--- config.mk ---
export PLATFORM = sky130hd
export DESIGN_NAME = tmq_cell
export DESIGN_NICKNAME = d
export VERILOG_FILES = /design/src/rtl/core/timeout_timer_queue_top_macros.svh /design/src/rtl/core/tmq_pkg.sv /design/src/rtl/core/tmq_cell.sv
export SDC_FILE = /design/constraint.sdc
export NUM_CORES = 1
export LEC_CHECK = 0
export ABC_CLOCK_PERIOD_IN_PS = 3400
export BUFFER_PORTS_ARGS = -buffer_cell sky130_fd_sc_hd__clkbuf_2
export CAP_MARGIN = 10
export CORE_MARGIN = 2
export CORE_UTILIZATION = 30
export DETAILED_ROUTE_END_ITERATION = 12
export SLEW_MARGIN = 0
export SYNTH_ARGS = -nofsm -noshare
export SYNTH_HDL_FRONTEND = slang
export SYNTH_SLANG_ARGS = --single-unit
export TNS_END_PERCENT = 1
--- constraint.sdc ---
create_clock -name aclk -period 3.4 [get_ports aclk]
set_input_delay 0.17 -clock aclk [delete_from_list [all_inputs] [get_ports aclk]]
set_output_delay 0.17 -clock aclk [all_outputs]
set_load 0.05 [all_outputs]
--- src/rtl/core/timeout_timer_queue_top_macros.svh ---
// Assertion macros used by the timer queue top
`ifndef TIMEOUT_TIMER_QUEUE_TOP_MACROS_SVH
`define TIMEOUT_TIMER_QUEUE_TOP_MACROS_SVH

// condition that must hold at every clock edge out of reset
`define TMQ_ASSERT_ALWAYS(lbl, clk, rstn, cond, msg) \
    lbl: assert property (@(posedge clk) disable iff (!rstn) (cond)) else $error(msg);

// precondition followed by a check in the next cycle
`define TMQ_ASSERT_NEXT(lbl, clk, rstn, pre, post, msg) \
    lbl: assert property (@(posedge clk) disable iff (!rstn) (pre) |=> (post)) else $error(msg);

`endif

--- src/rtl/core/tmq_pkg.sv ---
`timescale 1ns / 1ps
// ----------------------------------------------------------------------------
// tmq_pkg
// Types, constants and helpers of the timeout timer queue.
// ----------------------------------------------------------------------------
package tmq_pkg;

    localparam int TIMER_SLOTS = 64;
    localparam int SLOT_W      = $clog2(TIMER_SLOTS);
    localparam int ID_W        = 8;
    localparam int TMO_W       = 24;
    localparam int NOW_W       = 32;
    localparam int DL_W        = 33;
    localparam int NEAR_W      = 25;

    localparam logic [1:0] CMD_ADD     = 2'd0;
    localparam logic [1:0] CMD_CANCEL  = 2'd1;
    localparam logic [1:0] CMD_SERVICE = 2'd2;

    localparam logic [1:0] KIND_ACK     = 2'd0;
    localparam logic [1:0] KIND_EXPIRED = 2'd1;
    localparam logic [1:0] KIND_NONE    = 2'd2;
    localparam logic [1:0] KIND_FULL    = 2'd3;

    localparam logic [NEAR_W-1:0] NEAREST_NONE = '1;
    localparam logic [NEAR_W-1:0] NEAREST_MAX  = NEAR_W'(24'hFFFFFF);

    typedef struct packed {
        logic              valid;
        logic [DL_W-1:0]   dl;
        logic [SLOT_W-1:0] slot;
        logic [ID_W-1:0]   owner;
    } tmq_entry_t;

    typedef struct packed {
        logic       ins;
        logic       del;
        logic       pop;
        tmq_entry_t key;
    } tmq_ctl_t;

    function automatic logic [NEAR_W-1:0] nearest_f(input tmq_entry_t e,
                                                    input logic [NOW_W-1:0] now);
        logic [DL_W-1:0] n33;
        logic [DL_W-1:0] d;
        begin
            n33 = {1'b0, now};
            d   = e.dl - n33;
            if (!e.valid) begin
                return NEAREST_NONE;
            end
            if (e.dl <= n33) begin
                return '0;
            end
            if (d > DL_W'(NEAREST_MAX)) begin
                return NEAREST_MAX;
            end
            return d[NEAR_W-1:0];
        end
    endfunction

endpackage

--- src/rtl/core/tmq_cell.sv ---
`timescale 1ns / 1ps
// ----------------------------------------------------------------------------
// tmq_cell
// One cell of the sorted timer chain: insert, remove by owner, pop head.
// ----------------------------------------------------------------------------
module tmq_cell (
    input  logic               aclk,
    input  logic               aresetn,
    input  tmq_pkg::tmq_ctl_t  ctl,
    input  tmq_pkg::tmq_entry_t prev_entry,
    input  logic               prev_less,
    input  tmq_pkg::tmq_entry_t next_entry,
    input  logic               del_in,
    output tmq_pkg::tmq_entry_t entry,
    output logic               less,
    output logic               del_out,
    output logic               match
);

    tmq_pkg::tmq_entry_t entry_reg, entry_next;

    assign less    = entry_reg.valid &&
                     ({entry_reg.dl, entry_reg.slot} < {ctl.key.dl, ctl.key.slot});
    assign match   = entry_reg.valid && (entry_reg.owner == ctl.key.owner);
    assign del_out = del_in | match;
    assign entry   = entry_reg;

    always_comb begin
        entry_next = entry_reg;
        if (ctl.ins) begin
            if (!less) begin
                entry_next = prev_less ? ctl.key : prev_entry;
            end
        end else if (ctl.del) begin
            if (del_out) begin
                entry_next = next_entry;
            end
        end else if (ctl.pop) begin
            entry_next = next_entry;
        end
    end

    always_ff @(posedge aclk) begin
        if (!aresetn) begin
            entry_reg <= '0;
        end else begin
            entry_reg <= entry_next;
        end
    end

endmodule

; Word-level counts from Yosys, hierarchy flattened
; Cells that the tools add are included.
[classes]
div = 0
n_eq_ne = 3
shifts = 0
n_reduce_logical = 4
muxes = 6
mul = 0
n_addsub = 0
n_bitwise = 1
n_lt_le_gt_ge = 1
[ops]
columns = operator, count
row1 = $mux W48, 6
row2 = $lt A39 B39 Y1, 1
row3 = $eq A8 B8 Y1, 1
row4 = $ne A3 B1 Y1 const B, 1
row5 = $reduce_and A3 Y1, 1
row6 = $reduce_bool A3 Y1, 1
row7 = $logic_and A1 B1 Y1, 2
row8 = $ne A2 B2 Y1 const B, 1
row9 = $or A1 B1 Y1, 1
[word_totals]
n_memories = 0
ff_bits = 48
mem_bits_ro = 0
out_inout_bits = 51
mem_bits_rw = 0
latchBits = 0
elab_cells = 19
in_bits = 151

; Depth between registers and ports, before layout
[logic_depth]
word_depth = 6
depth_mapped = 11
mapped_depth_nobuf = 9

; Worst setup path before layout
; OpenSTA, ideal clock, no wires.
[synth_path]
path_kind = register -> output
from = reg entry_reg (netlist bit entry[25])
to = out less
slack_ps = 580
required_time_ps = 3230
t_arrival_ps = 2650
path_stages_with_launch = 8
n_path_buf = 0
path_cell_list = dfxtp_1 > ha_1 > and3_1 > a22o_1 > o21ai_1 > o211ai_1 > or2_2 > a21oi_1
[synth_via]
elab_chain_cells = 2
[synth_rtl]
columns = item, line_no
row1 = "start, declared", tmq_cell.sv:20  ; tmq_pkg::tmq_entry_t entry_reg, entry_next;
row2 = "start signal, assigned", tmq_cell.sv:47  ; entry_reg <= entry_next;
row3 = $lt A39 B39 Y1, tmq_cell.sv:23  ; ({entry_reg.dl, entry_reg.slot} < {ctl.key.dl, ctl.key.slot});
row4 = $logic_and A1 B1 Y1, tmq_cell.sv:22  ; assign less = entry_reg.valid &&
row5 = "end, declared", tmq_cell.sv:15  ; output logic less,
; Every way passes these cells.

; Worst setup path after layout
[layout_path]
from = reg entry_reg (netlist bit entry[25])
to = reg entry_reg (netlist bit entry[18])
[layout_via]
elab_chain_cells = 4
[layout_rtl]
columns = item, line_no
row1 = $lt A39 B39 Y1, tmq_cell.sv:23
row2 = $logic_and A1 B1 Y1, tmq_cell.sv:22
row3 = $ne A2 B2 Y1 (no source line), --
row4 = $reduce_and A3 Y1 (no source line), --
; Every way passes these cells.
; A chain may end at the register's enable or synchronous reset.

==> results.md <==
* Status: complete, no violations
* Site row count at 41
* Max Cap Viol at 0
* Vias in the first global route at 4,345
* YS warnings at 0
* # diodes at 0
* Boundary Pins at 202
* Port-buffer cells at 201
* Reg-to-Reg Start: entry[25]
* Register-to-register setup slack at 560 ps
* Layout fillers at 1,306
* Cells on worst reg2reg path at 9
* Highest-delay cell along the critical path: o21bai_4
* Clk Latency, worst-skew pair at 290 ps
* Top-count cell post-synth: nand2_1
* Final TNS setup at 0 ps
* Post-route setup slack at 558 ps
* P&R area growth vs syn at 34.4%
* Slew margin rel. at 0.441
* Final wirelength at 13.1 mm
* Top cells by area, synth: dfxtp_1, mux2i_1, ha_1
* H-tree Lvls at 2
* Ys flop type: dfxtp_1
* Gr ovfl total at 0
* CTS clk-pin slew, worst paths at 70 ps
* Fmax at 352 MHz
* FF-to-FF End: entry[18]
* Final worst path period share at 0.836
* CTS buffer count at 5
* Met3 usage at 0.0423
* GR Layer Usage met1 at 0.235
* Layout cells sized above 1 at 0.338
* Die span in x at 117 microns
* Drt first pass iters at 7
* Final Critical Period at 2840 ps
* Initial antenna violation count at 0
* Crit path cell chain: ha_1 > and3_1 > a22o_1 > o21ai_1 > o211ai_1 > or2_2 > o21bai_4 > buf_4 > a32o_1
* Setup Viol. Count Final at 0
* CP endpoint kind: flip-flop
* Post-synthesis sequential area ratio at 0.249
* DIE HEIGHT at 117 microns
* Crit-path max cell delay at 690 ps
* Register bit count reported by yosys at 48
* CP Class: reg -> reg
* GRT Util Overall at 0.186
* Iter 0 DRT Violations at 254
* Hold Crit Depth at 3
* DR vias at 4,243
* Finished Cell Area at 0.00519 sq mm
* Synthesized net count at 679
* Clk sink count at 48
* Starting Density at 0.307
* CORE AREA at 0.0126 sq mm
* Ys async rst share at 0
* Synth area leader: dfxtp_1
* # nets final at 863
* Largest net degree at the start of global routing at 50
* Final Max Tran Viols at 0
* Via density at 5.01
* DP Area at 0.00504 sq mm
* Post-synth top area share at 0.249
* Max reg flops at 48
* RSZ-0062 raised after global routing: no
* Crit path max fanout at 31
* Clk root buf: clkbuf_16
* Hold Buf Count CTS at 0
* Worst Tran Pin Value at 837 ps
* Die Area at 0.0138 sq mm
* Worst min path class: in -> reg
* Antenna Nets Post-Route at 0
* Most instantiated cells after synthesis: nand2_1, nand3_1, dfxtp_1, mux2i_1, a32o_1
* Routability congestion estimate at 0.902
* HPWL after DPL at 10.2 mm
* Critical path arrival at 3070 ps
* Routed WL per cell at 15.5 microns
* Post-route DRC at 0
* Met2 usage at 0.323
* Post-CTS Repair Setup Buffers at 0
* Hold wc startpoint: next_entry[47]
* Final hold violations at 0
* Gate Count Post-Synth at 490
* Worst Path Required at 3630 ps
* Synth Cell Area at 0.00386 sq mm
* Synth cell types at 42
* Max Root-Sink Buffers at 2
* WHS Endpoint: entry[47]
* Setup Skew at 3.54 ps
* Grt peak-use layer: met2
* Power Dens Cells at 398 mW/mm^2
* First-pass GRT wire length at 21.4 mm
* Startpoint Class: flip-flop
* Final hold slack at 150 ps
* Peak VDD IR at 0.197 mV
* CTS tree: done
* Cell leakage power at 2.83 nW
* # resized after CTS at 0
* Pre-CTS setup slack at 522 ps
* EDFF count, synth at 0
* Syn_area_per_cell at 7.88 sq um
==> logic make-up (layout without fill, tap and decap cells) <==
| family | Yosys count | in the layout | share of synthesized area |
|---|---|---|---|
| AO/OA/AOI/OAI | 87 | 87 | 0.188 |
| XOR/XNOR | 8 | 8 | 0.0182 |
| adder cells (fa/ha/maj) | 38 | 38 | 0.123 |
| buffers and inverters | 77 | 262 | 0.0875 |
| flip-flops | 48 | 48 | 0.249 |
| multiplexers | 48 | 48 | 0.124 |
| AND/OR/NAND/NOR | 184 | 184 | 0.210 |
==> final cells by class <==
cell class | instances | area (sq um) | share of cell area
Inverter | 40 | 150 | 0.0290
Sequential cell | 48 | 961 | 0.185
Timing Repair Buffer | 214 | 1130 | 0.218
Tap cell | 172 | 215 | 0.0415
Clock buffer | 6 | 139 | 0.0268
Clock inverter | 2 | 10.0 | 0.00193
Multi-Input combinational cell | 365 | 2580 | 0.498
==> per-layer routing <==
metal / up-vias / part of all wire
met4: 0 / 0.012
met2: 166 / 0.46
met1: 1936 / 0.46
met3: 12 / 0.068
met5: - / 0
li1: 2129 / -
==> stage by stage <==
step	util	cells	power, W
after global placement	0.401	839	0.00156
after floorplan	-	490	0.00129
final	0.413	847	0.00206
after detailed placement	0.401	839	0.00157
after global routing	0.413	847	0.00219
after CTS	0.413	847	0.00209
==> power breakdown <==
group,switching (W),total [W],internal (W),leakage [nW]
registers,0.0000610,0.000691,0.000630,0.399
clock network,0.000219,0.000509,0.000291,0.0766
logic,0.000555,0.000863,0.000308,2.35
==> worst max path at each step <==
stage / startpoint / to / slack, ps
3_3_place_gp: ctl[25] / entry[18] / 570
3_5_place_dp: ctl[25] / entry[5] / 520
6_report: entry[25] / entry[18] / 560
4_1_cts: entry[25] / entry[5] / 510
5_1_grt: entry[25] / entry[2] / 380
2_1_floorplan: entry[25] / less / 580
==> cells in the final DEF, fill, tap and decap left out, drive strengths merged, types with 7 or more instances in the layout <==
cell / instances
buf: 14
nand3: 52
a21oi: 18
ha: 38
nand2: 107
mux2i: 48
o21ai: 7
dfxtp: 48
xor2: 7
inv: 40
a32o: 47
clkbuf: 206
==> critical path, delay by kind of cell, from the launching register on <==
| family | cells | cell delay [ps] |
|---|---|---|
| buffers and inverters | 1 | 320 |
| flip-flops | 1 | 330 |
| AND/OR/NAND/NOR | 2 | 550 |
| AO/OA/AOI/OAI | 5 | 1300 |
| adder cells (fa/ha/maj) | 1 | 290 |
No activity file was read; power rests on OpenSTA's default activity.
